`src/sv/bdq_pkg.sv`:
```
// Shared types and constants for the bounded deque.
// No dependencies; used by every module of the block but bdq_ram.
`timescale 1ns / 1ps
`default_nettype none

package bdq_pkg;

    // Request codes carried in s_tuser
    typedef enum logic [2:0] {
        REQ_PUSH_BACK  = 3'd0,
        REQ_PUSH_FRONT = 3'd1,
        REQ_POP_FRONT  = 3'd2,
        REQ_POP_BACK   = 3'd3,
        REQ_READ_POS   = 3'd4,
        REQ_COUNT      = 3'd5
    } req_t;

    localparam int REQ_W = 3;
    localparam int CAP_W = 9;
    localparam int CAP_RESET = 256;

    // Depth of the command queue between front and back
    localparam int QUEUE_DEPTH = 4;

    // What the back end does with the store for one command
    typedef enum logic [1:0] {
        OP_NONE  = 2'd0,
        OP_WRITE = 2'd1,
        OP_READ  = 2'd2
    } op_t;

    typedef struct packed {
        op_t  op;
        logic ok;
    } cmd_ctrl_t;

endpackage

`default_nettype wire

```
`src/sv/bdq_queue.sv`:
```
// Short flip-flop FIFO that carries commands from the front end to the back end.
// Depends on bdq_pkg for its depth.
`timescale 1ns / 1ps
`default_nettype none

module bdq_queue #(
    parameter int WIDTH = 8
) (
    input  wire logic             clk,
    input  wire logic             rst_n,
    input  wire logic             wr_en,
    input  wire logic [WIDTH-1:0] wr_data,
    output logic                  full,
    input  wire logic             rd_en,
    output logic      [WIDTH-1:0] rd_data,
    output logic                  not_empty
);

    localparam int QD = bdq_pkg::QUEUE_DEPTH;
    localparam int QI_W = $clog2(QD);
    localparam int QC_W = $clog2(QD + 1);

    logic [WIDTH-1:0] slot_reg [QD];
    logic [QI_W-1:0]  wr_ptr_reg, wr_ptr_next;
    logic [QI_W-1:0]  rd_ptr_reg, rd_ptr_next;
    logic [QC_W-1:0]  fill_reg, fill_next;
    logic             push, pop;

    assign full      = (fill_reg == QC_W'(QD));
    assign not_empty = (fill_reg != '0);
    assign push      = wr_en && !full;
    assign pop       = rd_en && not_empty;
    assign rd_data   = slot_reg[rd_ptr_reg];

    always_comb
    begin
        wr_ptr_next = wr_ptr_reg;
        rd_ptr_next = rd_ptr_reg;
        fill_next   = fill_reg;
        if (push)
        begin
            wr_ptr_next = (wr_ptr_reg == QI_W'(QD - 1)) ? '0 : wr_ptr_reg + 1'b1;
        end
        if (pop)
        begin
            rd_ptr_next = (rd_ptr_reg == QI_W'(QD - 1)) ? '0 : rd_ptr_reg + 1'b1;
        end
        if (push && !pop)
        begin
            fill_next = fill_reg + 1'b1;
        end
        else if (pop && !push)
        begin
            fill_next = fill_reg - 1'b1;
        end
    end

    always_ff @(posedge clk or negedge rst_n)
    begin
        if (!rst_n)
        begin
            wr_ptr_reg <= '0;
            rd_ptr_reg <= '0;
            fill_reg   <= '0;
        end
        else
        begin
            wr_ptr_reg <= wr_ptr_next;
            rd_ptr_reg <= rd_ptr_next;
            fill_reg   <= fill_next;
        end
    end

    always_ff @(posedge clk)
    begin
        if (push)
        begin
            slot_reg[wr_ptr_reg] <= wr_data;
        end
    end

endmodule

`default_nettype wire

```
`config.mk`:
```
export PLATFORM = sky130hd
export DESIGN_NAME = bdq_queue
export DESIGN_NICKNAME = d
export VERILOG_FILES = /design/src/sv/bdq_pkg.sv /design/src/sv/bdq_queue.sv
export SDC_FILE = /design/constraint.sdc
export NUM_CORES = 1
export LEC_CHECK = 0
export BUFFER_PORTS_ARGS = -buffer_cell sky130_fd_sc_hd__buf_2
export CAP_MARGIN = 20
export CORE_MARGIN = 3
export CORE_UTILIZATION = 35
export CTS_CLUSTER_SIZE = 16
export DETAILED_ROUTE_END_ITERATION = 10
export GPL_ROUTABILITY_DRIVEN = 0
export PLACE_DENSITY = 0.62
export SYNTH_ARGS = -nofsm -noshare
export SYNTH_HDL_FRONTEND = slang
export SYNTH_SLANG_ARGS = --single-unit
```
`constraint.sdc`:
```
create_clock -name clk -period 5.3 [get_ports clk]
set_input_delay 1.06 -clock clk [delete_from_list [all_inputs] [get_ports clk]]
set_output_delay 1.06 -clock clk [all_outputs]
set_load 0.1 [all_outputs]
```
# Word level (Yosys, flattened, before mapping)

Memory sizes are Yosys's and may differ from the RTL's.
Index checks and enable logic that the tools add are counted.

Register bits after elaboration: 7
Bits in writable memories: 32
Word-level logic and storage cells: 26
Memories: 1

$add $sub $neg: 4
Eq/ne operators: 3
Muxes and demuxes: 6
Reduce and logical (&&, ||, !) cells: 9

Memory list:

| name     | depth | width | read ports | clocked after memory_dff | wr ports | RTL line        | text |
|---|---|---|---|---|---|---|---|
| slot_reg | 4     | 8     | 1          | 0                        | 1        | bdq_queue.sv:23 | `logic [WIDTH-1:0] slot_reg [QD];` |

Operators by type and width:

| operator                                                           | count |
|---|---|
| 3-bit 2-to-1 mux                                                   | 2 |
| 2-bit by 1-bit adder with 2-bit output, second input constant      | 2 |
| 2-bit == test, second input constant                               | 2 |
| 1-bit logical AND                                                  | 4 |
| 2-bit 2-to-1 mux                                                   | 2 |
| 3-bit by 1-bit adder with 3-bit output, second input constant      | 1 |
| 3-bit == test, second input constant                               | 1 |
| 1-bit zero test                                                    | 3 |
| 3-bit nonzero test                                                 | 1 |
| 3-bit by 1-bit subtractor with 3-bit output, second input constant | 1 |
| 1-bit 2-to-1 mux                                                   | 2 |
| 2-bit nonzero test                                                 | 1 |

# Longest topological paths before layout

Depth after elaboration: 7
Gate-level depth with buffers: 9
Gate-level depth less buffers: 8

# Worst setup path after synthesis

OpenSTA, ideal clock, no wires.

Path type: flip-flop to flip-flop
Start point: reg fill_reg[0]
End point: reg fill_reg[1]
Library setup time: 0.125 ns
Arrival: 2.506 ns
Data required time: 5.175 ns
Slack: 2.669 ns
Stages on the path, launching flop included: 8
Buffers on the path: 1
Clock period less this slack: 2.631 ns
Cells stage by stage: dfrtp_1 > nor3b_4 > nor2b_2 > buf_6 > ha_1 > inv_1 > fa_1 > mux2_2

RTL lines:

| what                   | RTL line        | text |
|---|---|---|
| from (decl)            | bdq_queue.sv:26 | `logic [QC_W-1:0] fill_reg, fill_next;` |
| from (signal assigned) | bdq_queue.sv:70 | `fill_reg <= fill_next;` |
| 3-bit == test          | bdq_queue.sv:29 | `assign full = (fill_reg == QC_W'(QD));` |
| via full               | bdq_queue.sv:13 | `output logic full,` |
| 1-bit zero test        | bdq_queue.sv:31 | `assign push = wr_en && !full;` |
| 1-bit logical AND      | bdq_queue.sv:31 |  |
| via push               | bdq_queue.sv:27 | `logic push, pop;` |
| 1-bit logical AND      | bdq_queue.sv:48 | `if (push && !pop)` |
| 3-bit 2-to-1 mux       | bdq_queue.sv:48 |  |
| via fill_next[1]       | bdq_queue.sv:26 |  |

The timed path passes the listed nets, and every way through them passes these cells. The select of a mux whose other input is x is not followed.
A chain may end at the register's enable or synchronous reset.

# Worst setup path after layout

Start point: reg rd_ptr_reg[0]
End point: out rd_data[0]

Cells in the longest elaborated chain, start to end: 1

Ends and longest elaborated chain:

| what                   | RTL line        | text |
|---|---|---|
| from (decl)            | bdq_queue.sv:25 | `logic [QI_W-1:0] rd_ptr_reg, rd_ptr_next;` |
| from (signal assigned) | bdq_queue.sv:69 | `rd_ptr_reg <= rd_ptr_next;` |
| memory 4 x 8 bit       | -               |  |
| to (decl)              | bdq_queue.sv:15 | `output logic [WIDTH-1:0] rd_data,` |

Every way passes these cells.

==> flow_summary.yaml <==
detailed_routing:
  routedWlPerCell_um: 16.2
  wl_met1_um: 1060
  ant_nets: 0
  drc_errors: 0
  dr.pass1.iters: 2
  via_per_inst: 4.79
  vias: 752
  dr_wl_met2_um: 1300
  routed_wl_um: 2540
  first_iter_violations: 49
  top_layer_used: "met4"
  dr_wl_met3_um: 140
floorplan:
  num_rows: 24
  initial_core_util: 0.370
  die_w_um: 74.3
  pin_count: 22
  coreArea_mm2: 0.00441
  die_y_um: 74.3
  die_area_mm2: 0.00552
clocking:
  cts_tree: "yes"
  cts_hold_buf: 0
  clk_latency_ps: 280
  clock_path_buffers: 2
  cts_made_buffers: 5
  cts_root_buffer: "clkbuf_8"
  h-tree-depth: 2
  cts.clk_slew.worst_paths_ps: 70
  clkSinkCount: 39
  cts_resized: 0
  postCtsSetupRepairBufs: 0
final_layout:
  drive_gt1_frac: 0.467
  fin_nets: 123
  n_antenna_cell: 0
  largest_reg_flops: 32
  design_area_mm2: 0.00187
  area_delta_synth_final_pct: 14.8
  stdcell_count: 157
  fillCellCount: 396
min_path:
  hp-start: "fill_reg[2]"
  min_path_type: "reg -> reg"
global_route:
  grt_first_pass_wirelength_um: 4000
  antenna_found_initial: 0
  grt_max_degree: 13
  first_global_vias: 839
  grt.overflow.total: 0
  grt_usage: 0.102
sta:
  max_slew_margin: 0.604
  finalHoldViolations: 0
  period_needed_ps: 2960
  final-max-slew-violation-count: 0
  fmax_ghz: 0.338
  fin_ws_ps: 2340
  fin_crit_sh: 0.558
  tightestPinTransition_ps: 593
  final.setup.tns_ps: 0
  setup_viol: 0
  rsz0062_at_grt: "no"
  skew_ps: 5.88
logic_synthesis:
  synth_nets: 98
  synth_top_area_frac: 0.589
  synth_most_common_cell: "edfxtp_1"
  synth_warnings: 0
  yosysSeqAreaShare: 0.696
  synth-seq-cells: 39
  netlist_area_mm2: 0.00163
  synthCells: 79
  ys_top_cells_by_area: "edfxtp_1 59%, mux4_2 11%, dfrtp_1 11%"
  ys_types: 19
  async_flop_share: 0.179
  yosys.area.top_type: "edfxtp_1"
  synth_common_cells: "32 x edfxtp_1, 8 x mux4_2, 7 x dfrtp_1"
  synth_edf_count: 32
  ys.flop_type: "edfxtp_1"
  synth.avg_cell_area_um2: 20.7
placement:
  dpl_cell_area_mm2: 0.00178
  dp_slack_ps: 2590
  placed_cells: 149
  dp_hpwl_um: 1830
  io_buffers: 21
critical_path:
  path_cells: "mux4_2 -> buf_2"
  setup.worst_path.start: "rd_ptr_reg[0]"
  cp-end-kind: "output pin"
  crit_path_max_fanout: 11
  crit_type: "reg -> out"
  rr_startpoint: "fill_reg[0]"
  slowest_stage: "dfrtp_1"
  start_kind: "flop"
  cpPeakStageDelay_ps: 720
  critPathArrivalTime_ps: 1900
  worst-endpoint-required_ps: 4240
flow_run:
  maxCapViolCount: 0
outcome:
  status: "completed"
layout make-up:
type                       instances  area [µm²]  area share
clock inverter                     1        5.00     0.00267
sequential                        39        1140       0.607
timing repair buffer              21         105      0.0561
clock buffer                       7        86.3      0.0461
inverter                           3        11.3     0.00601
tap                               52        65.1      0.0347
multi-input combinational         34         464       0.248
cells in the final DEF (no fill, tap or decap):
| cell type | instances |
|---|---|
| nor2_1 | 3 |
| dfrtp_1 | 7 |
| ha_1 | 6 |
| fa_1 | 1 |
| mux4_2 | 8 |
| inv_1 | 3 |
| nor3b_4 | 1 |
| edfxtp_1 | 32 |
| clkbuf_1 | 1 |
| xor2_1 | 2 |
| or3_4 | 1 |
| mux2_2 | 1 |
| nand2_4 | 1 |
| buf_2 | 21 |
| mux2_4 | 4 |
| xnor2_1 | 1 |
| clkbuf_8 | 6 |
| nor2b_2 | 1 |
| and2_2 | 4 |
| clkinv_2 | 1 |
final timing paths:
path                                      end  slack (ps)  cells past startpoint
worst max-delay path               rd_data[0]        2340                      2
worst min-delay path              fill_reg[2]         500                      1
worst max register to register    fill_reg[2]        3150                      8
worst min register to register    fill_reg[2]         500                      1
max in group asynchronous       wr_ptr_reg[1]        4520                      1
min in group asynchronous       rd_ptr_reg[0]         610                      1
routing by layer:
layer	track usage	up-vias
met1	0.119	379
met2	0.166	17
met4	0.0494	0
met3	0.0378	6
met5	0	-
li1	-	350
cells by family after synthesis:
group / Yosys count / share of synthesized area
xor gates and xnor gates: 3 / 0.0161
adders and majority gates: 7 / 0.0583
buffers and inverters: 6 / 0.0192
DFF: 39 / 0.696
muxes: 13 / 0.154
and+or+nand+nor: 11 / 0.0560
critical path, delay by kind of cell, from the launching register on:
kind,cells,cell delay (ps)
buf+inv,1,310
mux,1,580
flops,1,720
metrics by stage:
step	hold WS [ps]	util
final	499	0.424
after global placement	482	0.404
after CTS	504	0.424
after detailed placement	488	0.404
after global routing	529	0.424
after floorplan	464	-
Power is left out: the tool's default activity adds up to more than one toggle a clock period on the data nets, which glitch-free logic cannot reach.
