<file path="config.mk">
export PLATFORM = sky130hd
export DESIGN_NAME = bdq_front
export DESIGN_NICKNAME = d
export VERILOG_FILES = /design/src/sv/bdq_pkg.sv /design/src/sv/bdq_front.sv
export SDC_FILE = /design/constraint.sdc
export NUM_CORES = 1
export LEC_CHECK = 0
export ABC_AREA = 1
export BUFFER_PORTS_ARGS = -buffer_cell sky130_fd_sc_hd__buf_2
export CELL_PAD_IN_SITES_DETAIL_PLACEMENT = 1
export CELL_PAD_IN_SITES_GLOBAL_PLACEMENT = 1
export CORE_UTILIZATION = 39
export CTS_CLUSTER_SIZE = 30
export DETAILED_ROUTE_END_ITERATION = 16
export PLACE_DENSITY = 0.95
export SYNTH_ARGS = -nofsm -noshare
export SYNTH_HDL_FRONTEND = slang
export SYNTH_SLANG_ARGS = --single-unit
</file>
<file path="constraint.sdc">
create_clock -name clk -period 6.65 [get_ports clk]
set_input_delay 0.9975 -clock clk [delete_from_list [all_inputs] [get_ports clk]]
set_output_delay 0.9975 -clock clk [all_outputs]
set_load 0.02 [all_outputs]
</file>
<file path="src/sv/bdq_pkg.sv">
// Shared types and constants for the bounded deque.
// No dependencies; used by every module of the block but bdq_ram.
`timescale 1ns / 1ps
`default_nettype none

package bdq_pkg;

    // Request codes carried in s_tuser
    typedef enum logic [2:0] {
        REQ_PUSH_BACK  = 3'd0,
        REQ_PUSH_FRONT = 3'd1,
        REQ_POP_FRONT  = 3'd2,
        REQ_POP_BACK   = 3'd3,
        REQ_READ_POS   = 3'd4,
        REQ_COUNT      = 3'd5
    } req_t;

    localparam int REQ_W = 3;
    localparam int CAP_W = 9;
    localparam int CAP_RESET = 256;

    // Depth of the command queue between front and back
    localparam int QUEUE_DEPTH = 4;

    // What the back end does with the store for one command
    typedef enum logic [1:0] {
        OP_NONE  = 2'd0,
        OP_WRITE = 2'd1,
        OP_READ  = 2'd2
    } op_t;

    typedef struct packed {
        op_t  op;
        logic ok;
    } cmd_ctrl_t;

endpackage

`default_nettype wire

</file>
<file path="src/sv/bdq_front.sv">
// Front end: takes requests, tracks front index, count and capacity, and
// turns each request into a store command. Depends on bdq_pkg.
`timescale 1ns / 1ps
`default_nettype none

module bdq_front #(
    parameter int DEPTH  = 256,
    parameter int DATA_W = 32
) (
    input  wire logic                             clk,
    input  wire logic                             rst_n,
    input  wire logic                             cfg_wen,
    input  wire logic [bdq_pkg::CAP_W-1:0]        cfg_wdata,
    input  wire logic                             req_valid,
    input  wire logic [bdq_pkg::REQ_W-1:0]        req_type,
    input  wire logic [DATA_W-1:0]                req_payload,
    input  wire logic [$clog2(DEPTH+1)-1:0]       req_position,
    output logic                                  req_ready,
    output logic                                  cmd_valid,
    input  wire logic                             cmd_full,
    output bdq_pkg::cmd_ctrl_t                    cmd_ctrl,
    output logic      [$clog2(DEPTH)-1:0]         cmd_addr,
    output logic      [DATA_W-1:0]                cmd_payload,
    output logic      [$clog2(DEPTH+1)-1:0]       cmd_count
);

    localparam int IDX_W = $clog2(DEPTH);
    localparam int CNT_W = $clog2(DEPTH + 1);
    localparam int SUM_W = IDX_W + 1;
    localparam int CMP_W = (CNT_W > bdq_pkg::CAP_W) ? CNT_W : bdq_pkg::CAP_W;

    logic [bdq_pkg::CAP_W-1:0] capacity_reg;
    logic [IDX_W-1:0]          front_reg, front_next;
    logic [CNT_W-1:0]          count_reg, count_next;
    logic                      accept, can_push, not_empty, pos_ok;
    logic [CMP_W-1:0]          cnt_ext;
    logic [CNT_W-1:0]          pos_m1;
    logic [IDX_W-1:0]          front_dec, front_inc, idx_back, idx_last, idx_pos;

    // ring index of base plus offset, offset at most DEPTH
    function automatic logic [IDX_W-1:0] wrap(input logic [SUM_W-1:0] s);
        if (s >= SUM_W'(DEPTH))
        begin
            return IDX_W'(s - SUM_W'(DEPTH));
        end
        return IDX_W'(s);
    endfunction

    assign req_ready = !cmd_full;
    assign accept    = req_valid && !cmd_full;
    assign cmd_valid = accept;

    assign cnt_ext   = CMP_W'(count_reg);
    assign can_push  = (cnt_ext < CMP_W'(capacity_reg)) && (cnt_ext < CMP_W'(DEPTH));
    assign not_empty = (count_reg != '0);
    assign pos_ok    = (req_position != '0) && (req_position <= count_reg);
    assign pos_m1    = req_position - 1'b1;

    assign front_dec = (front_reg == '0) ? IDX_W'(DEPTH - 1) : front_reg - 1'b1;
    assign front_inc = wrap(SUM_W'(front_reg) + SUM_W'(1));
    assign idx_back  = wrap(SUM_W'(front_reg) + SUM_W'(count_reg));
    assign idx_last  = wrap(SUM_W'(front_reg) + SUM_W'(count_reg) - SUM_W'(1));
    assign idx_pos   = wrap(SUM_W'(front_reg) + SUM_W'(pos_m1));

    always_comb
    begin
        front_next      = front_reg;
        count_next      = count_reg;
        cmd_ctrl.op     = bdq_pkg::OP_NONE;
        cmd_ctrl.ok     = 1'b0;
        cmd_addr        = idx_back;
        case (req_type)
            bdq_pkg::REQ_PUSH_BACK:
            begin
                if (can_push)
                begin
                    cmd_ctrl.op = bdq_pkg::OP_WRITE;
                    cmd_ctrl.ok = 1'b1;
                    count_next  = count_reg + 1'b1;
                end
            end
            bdq_pkg::REQ_PUSH_FRONT:
            begin
                cmd_addr = front_dec;
                if (can_push)
                begin
                    cmd_ctrl.op = bdq_pkg::OP_WRITE;
                    cmd_ctrl.ok = 1'b1;
                    front_next  = front_dec;
                    count_next  = count_reg + 1'b1;
                end
            end
            bdq_pkg::REQ_POP_FRONT:
            begin
                cmd_addr = front_reg;
                if (not_empty)
                begin
                    cmd_ctrl.op = bdq_pkg::OP_READ;
                    cmd_ctrl.ok = 1'b1;
                    front_next  = front_inc;
                    count_next  = count_reg - 1'b1;
                end
            end
            bdq_pkg::REQ_POP_BACK:
            begin
                cmd_addr = idx_last;
                if (not_empty)
                begin
                    cmd_ctrl.op = bdq_pkg::OP_READ;
                    cmd_ctrl.ok = 1'b1;
                    count_next  = count_reg - 1'b1;
                end
            end
            bdq_pkg::REQ_READ_POS:
            begin
                cmd_addr = idx_pos;
                if (pos_ok)
                begin
                    cmd_ctrl.op = bdq_pkg::OP_READ;
                    cmd_ctrl.ok = 1'b1;
                end
            end
            bdq_pkg::REQ_COUNT:
            begin
                cmd_ctrl.ok = 1'b1;
            end
            default:
            begin
                cmd_ctrl.ok = 1'b0;
            end
        endcase
    end

    assign cmd_payload = req_payload;
    assign cmd_count   = count_next;

    always_ff @(posedge clk or negedge rst_n)
    begin
        if (!rst_n)
        begin
            capacity_reg <= bdq_pkg::CAP_W'(bdq_pkg::CAP_RESET);
            front_reg    <= '0;
            count_reg    <= '0;
        end
        else
        begin
            if (cfg_wen)
            begin
                capacity_reg <= cfg_wdata;
            end
            if (accept)
            begin
                front_reg <= front_next;
                count_reg <= count_next;
            end
        end
    end

endmodule

`default_nettype wire

</file>
Word level (Yosys, flattened, before mapping). Index checks and enable logic that the tools add are counted.

Register bits: 26. Word-level logic and storage cells: 66.

Add/subtract/negate cells: 12. Magnitude comparators: 7. Equal/unequal tests: 7. Multiplexer cells: 25. Reductions and logical operators: 12.

Operators with widths (count): $mux W8 (11); $sub A8 B1 Y8 const B (5); $ge A9 B9 Y1 const B (4); $pmux W8 S4 (1); $sub A9 B1 Y9 const B (3); $add A8 B9 Y9 (2); $mux W9 (2); $pmux W9 S2 (1); $reduce_bool A9 Y1 (2); $pmux W8 S2 (1); $add A8 B1 Y9 const B (1); $add A9 B1 Y9 const B (1); $le A9 B9 Y1 (1); $lt A9 B9 Y1 (1); $lt A9 B9 Y1 const B (1); $logic_not A8 Y1 (1); $eq A3 B2 Y1 const B (2); $eq A3 B3 Y1 const B (2); $mux W3 (2); $pmux W2 S3 (1); $mux W1 (4); $ne A2 B2 Y1 const B (2); $pmux W1 S4 (1); $reduce_and A4 Y1 (1); 7 further kinds (10).

Logic depth before layout (Yosys ltp).
Word-level depth: 6. Mapped depth: 14.

Worst setup path after synthesis. No wires, ideal clock.

Kind: input to output. Start point: in req_position[1]. End point: out cmd_addr[3]. Data arrival time: 2.571 ns. Data required time: 5.653 ns. Setup slack: 3.082 ns. Stages: 8. Path buffers: 0. Cell sequence: inv_1 -> ha_1 -> inv_1 -> ha_1 -> fa_1 -> or2_2 -> nand3_1 -> o2111ai_1.

Word-level cells in the longest chain between the ends: 6. Elaborated cells between the ends (all ways): 8. Those cells by class: add/sub: 3; order compare: 1; mux: 4.

Ends and longest elaborated chain: from (decl) (RTL line bdq_front.sv:17) `input wire logic [$clog2(DEPTH+1)-1:0] req_position,`; $sub A9 B1 Y9 * (RTL line bdq_front.sv:57) `assign pos_m1 = req_position - 1'b1;`; $add A8 B9 Y9 * (RTL line bdq_front.sv:63) `assign idx_pos = wrap(SUM_W'(front_reg) + SUM_W'(pos_m1));`; $sub A8 B1 Y8 or $ge A9 B9 Y1 (tied branches) (RTL line bdq_front.sv:44, bdq_front.sv:42); $mux W8 or $mux W1 (tied branches) (RTL line bdq_front.sv:42) `if (s >= SUM_W'(DEPTH))`; $mux W8 * (RTL line bdq_front.sv:46) `return IDX_W'(s);`; $pmux W8 S4 * (RTL line bdq_front.sv:72) `case (req_type)`; to (decl) (RTL line bdq_front.sv:22) `output logic [$clog2(DEPTH)-1:0] cmd_addr,`.

Every way passes the cells marked *; elsewhere a longest branch is shown, timed or not. The select of a mux whose other input is x is not followed.

Worst setup path after layout.
Start point: reg count_reg[1] (netlist: cnt_ext[1]). End point: out cmd_addr[6].

Word-level cells in the longest chain between the ends: 6. Elaborated cells between the ends (all ways): 13. Those cells by class: add/sub: 4; order compare: 2; mux: 7.

Ends and longest elaborated chain: from (decl) (RTL line bdq_front.sv:34) `logic [CNT_W-1:0] count_reg, count_next;`; from (signal assigned) (RTL line bdq_front.sv:154) `count_reg <= count_next;`; $add A8 B9 Y9 * (RTL line bdq_front.sv:61, bdq_front.sv:62); $sub A9 B1 Y9 (RTL line bdq_front.sv:62) `assign idx_last = wrap(SUM_W'(front_reg) + SUM_W'(count_reg) - SUM_W'(1));`; $sub A8 B1 Y8 or $ge A9 B9 Y1 (tied branches) (RTL line bdq_front.sv:44, bdq_front.sv:42); $mux W8 or $mux W1 (tied branches) (RTL line bdq_front.sv:42); $mux W8 (RTL line bdq_front.sv:46); $pmux W8 S4 * (RTL line bdq_front.sv:72).

Marked as above.

==> results.txt <==
Port Buffers: 47
nets: 699
Adder-Cell Fraction of Synth Area: 15.4%
clock buffer count from CTS: 3
post-synthesis xor/xnor area fraction: 2.10%
vias after detailed routing: 4009
Placed Area: 0.00387 mm2
status: complete, no violations
worst min path class: reg -> reg
drt total wl: 12.5 mm
die height: 100 um
DIE AREA: 0.0100 mm2
RSZ-0062 raised after global routing: false
die width: 100 um
post-route insts no fill: 724
gpl congestion: 0.940
first-pass GRT wire length: 20.5 mm
leakage power figure: 2.23 nW
largest family of logic cells by synthesized area: simple AND/OR/NAND/NOR gates
pwr dens: 500 mW/mm2
Antenna Cells: 0
Slew headroom: 41.2%
1st-iter DRT viols: 284
yosys warns: 0
sequential share of the synthesized area: 17.4%
Critical Path RT: 5650 ps
vias in the first global route: 4265
num ports: 112
CP max stage cell: fa_1
H-tree depth: 1
Post-synth top flop: dfrtp_1
root buffer cell: clkbuf_8
post-synthesis compound-gate area fraction: 11.6%
EDFF count, synth: 0
largest net degree at the start of global routing: 27
synthesized area: 0.00376 mm2
post-route setup TNS: 0 ps
biggest cell delay along the critical path: 640 ps
mux share of post-synthesis cell area: 0.566%
maxcap violations: 0
layout cell share with drive strength beyond 1: 14.5%
final worst path period need: 4010 ps
CTS tree: done
Setup Slack @ Placement: 2750 ps
initial antenna violation count: 0
Routed WL per cell: 17.3 um
Starting Density: 40.5%
Critical Path Start Type: register
Num Clock Sinks: 26
worst path cell trace: inv_1, fa_1, ha_1, inv_1, nor2_1, nand3_1, nor2_1, nand2_1, nand2_1, nand3_1, nand4_1, buf_2
Final WS setup: 2640 ps
Final Core Density: 42.5%
# setup viols final: 0
Seq cells post-synth: 26
area of the multi-input gates: 0.00246 mm2
crit end category: output port
Vias/cell: 5.54
Synth Area per Inst: 6.43 um2
worst endpoint data arrival time: 3010 ps
placed cells: 720
hpwl dp: 10.2 mm
Layout area overhead: 4.96%
Final Max Slew Viols: 0
Synth Area in Simple Gates: 35.8%
global-route usage over all layers: 25.9%
Worst-Margin Slew: 879 ps
clk slew on worst S/H paths: 100 ps
drt drc: 0
Storage cell area: 652 um2
peak supply drop: 0.155 mV
fillers: 1279
Post-CTS Setup Inserts: 0
CTS Hold Bufs: 0
post-route ant nets: 0
Syn Inst Count: 584
Hold Fails Final Rpt: 0
Core Area: 0.00928 mm2
post-synth net total: 687
WHS: 550 ps
total power: 1.97 mW
later-pin clock latency in the skew report: 290 ps
Crit Path Class: reg -> out
Tcrit/Tclk final: 60.2%
Async SR Flop Fraction: 100%
grt ovf: 0
Cell variety after synth: 43
Max Clock Freq: 0.250 GHz
Clock Path Buffers: 2
cts repair resizes: 0
row count: 35
Max Clock Skew: 2.83 ps
router iterations before antenna repair: 4
CP max FO: 7
Final Cell Area: 0.00394 mm2
[report_power, final]
part           internal, mW  switching, mW  leakage [nW]
registers             0.208          0.127         0.318
clock network        0.0809         0.0589        0.0357
logic                 0.502          0.997          1.87
[synthesized netlist by cell type (all sizes together), types with 5 or more instances]
master / count / area (um2)
nand2: 165 / 642
inv: 97 / 364
nand3: 51 / 278
ha: 43 / 538
nor2: 42 / 175
buf: 36 / 267
o21ai: 29 / 164
dfrtp: 25 / 626
a21oi: 19 / 121
nand4: 16 / 100
xor2: 9 / 78.8
nor3: 8 / 50.1
a22oi: 5 / 37.5
and2: 5 / 31.3
nand3b: 5 / 37.5
[placed cells by master, fill, tap and decap left out, types with 2 or more instances in the layout]
cell	count
o21ai_0	23
a21o_1	2
a21oi_2	7
nor2_4	2
inv_1	92
nor2_1	39
nand3b_1	5
inv_2	5
o22ai_1	2
nand2_2	3
nand3_2	2
dfrtp_1	25
nand2_1	160
nand4_1	16
and2_1	5
xor2_1	9
nor4_1	2
buf_2	47
a22oi_1	5
nand3_1	48
o21ai_2	5
a21oi_1	12
or2_2	2
fa_1	2
nand2_4	2
o2111ai_1	4
nor3_1	6
nor3_2	2
ha_1	43
clkbuf_8	3
a31oi_1	4
[critical path, delay by kind of cell, from the launching register on]
kind / cells / cell delay (ps)
adders and majority gates: 2 / 860
buffers and inverters: 3 / 470
DFF: 1 / 590
and+or+nand+nor: 7 / 770
[per-layer routing]
metal	share of wire [%]	vias up	global-route usage [%]
met5	0	-	0
met4	3.8	0	12.8
met3	3.6	46	2.16
met2	51	122	48.6
met1	41	1954	29.1
li1	-	1887	-
[area by class of cell]
cell class / instances / area share, %
tap: 129 / 4.09
inverter: 97 / 9.24
clock buffer: 3 / 1.05
timing repair buffer: 47 / 5.97
sequential: 26 / 16.5
clock inverter: 1 / 0.762
multi-input combinational: 421 / 62.4
[worst paths after layout]
path / startpoint / slack [ps] / end / depth (start not counted)
max: cnt_ext[1] / 2640 / cmd_addr[6] / 12
min: capacity_reg[8] / 550 / capacity_reg[8] / 2
max reg2reg: cnt_ext[1] / 4360 / cnt_ext[5] / 13
min reg2reg: capacity_reg[8] / 550 / capacity_reg[8] / 2
max in group asynchronous: rst_n / 5530 / capacity_reg[6] / 1
min in group asynchronous: rst_n / 710 / cnt_ext[1] / 1
[cells by family (layout without fill, tap and decap cells)]
family / Yosys count / count (layout)
XOR/XNOR: 9 / 9
AND/OR/NAND/NOR: 297 / 297
buffers and inverters: 137 / 148
multiplexers: 2 / 2
flip-flops: 26 / 26
AO/OA/AOI/OAI: 68 / 68
adder cells (fa/ha/maj): 45 / 45
(Power assumes the default switching activity.)
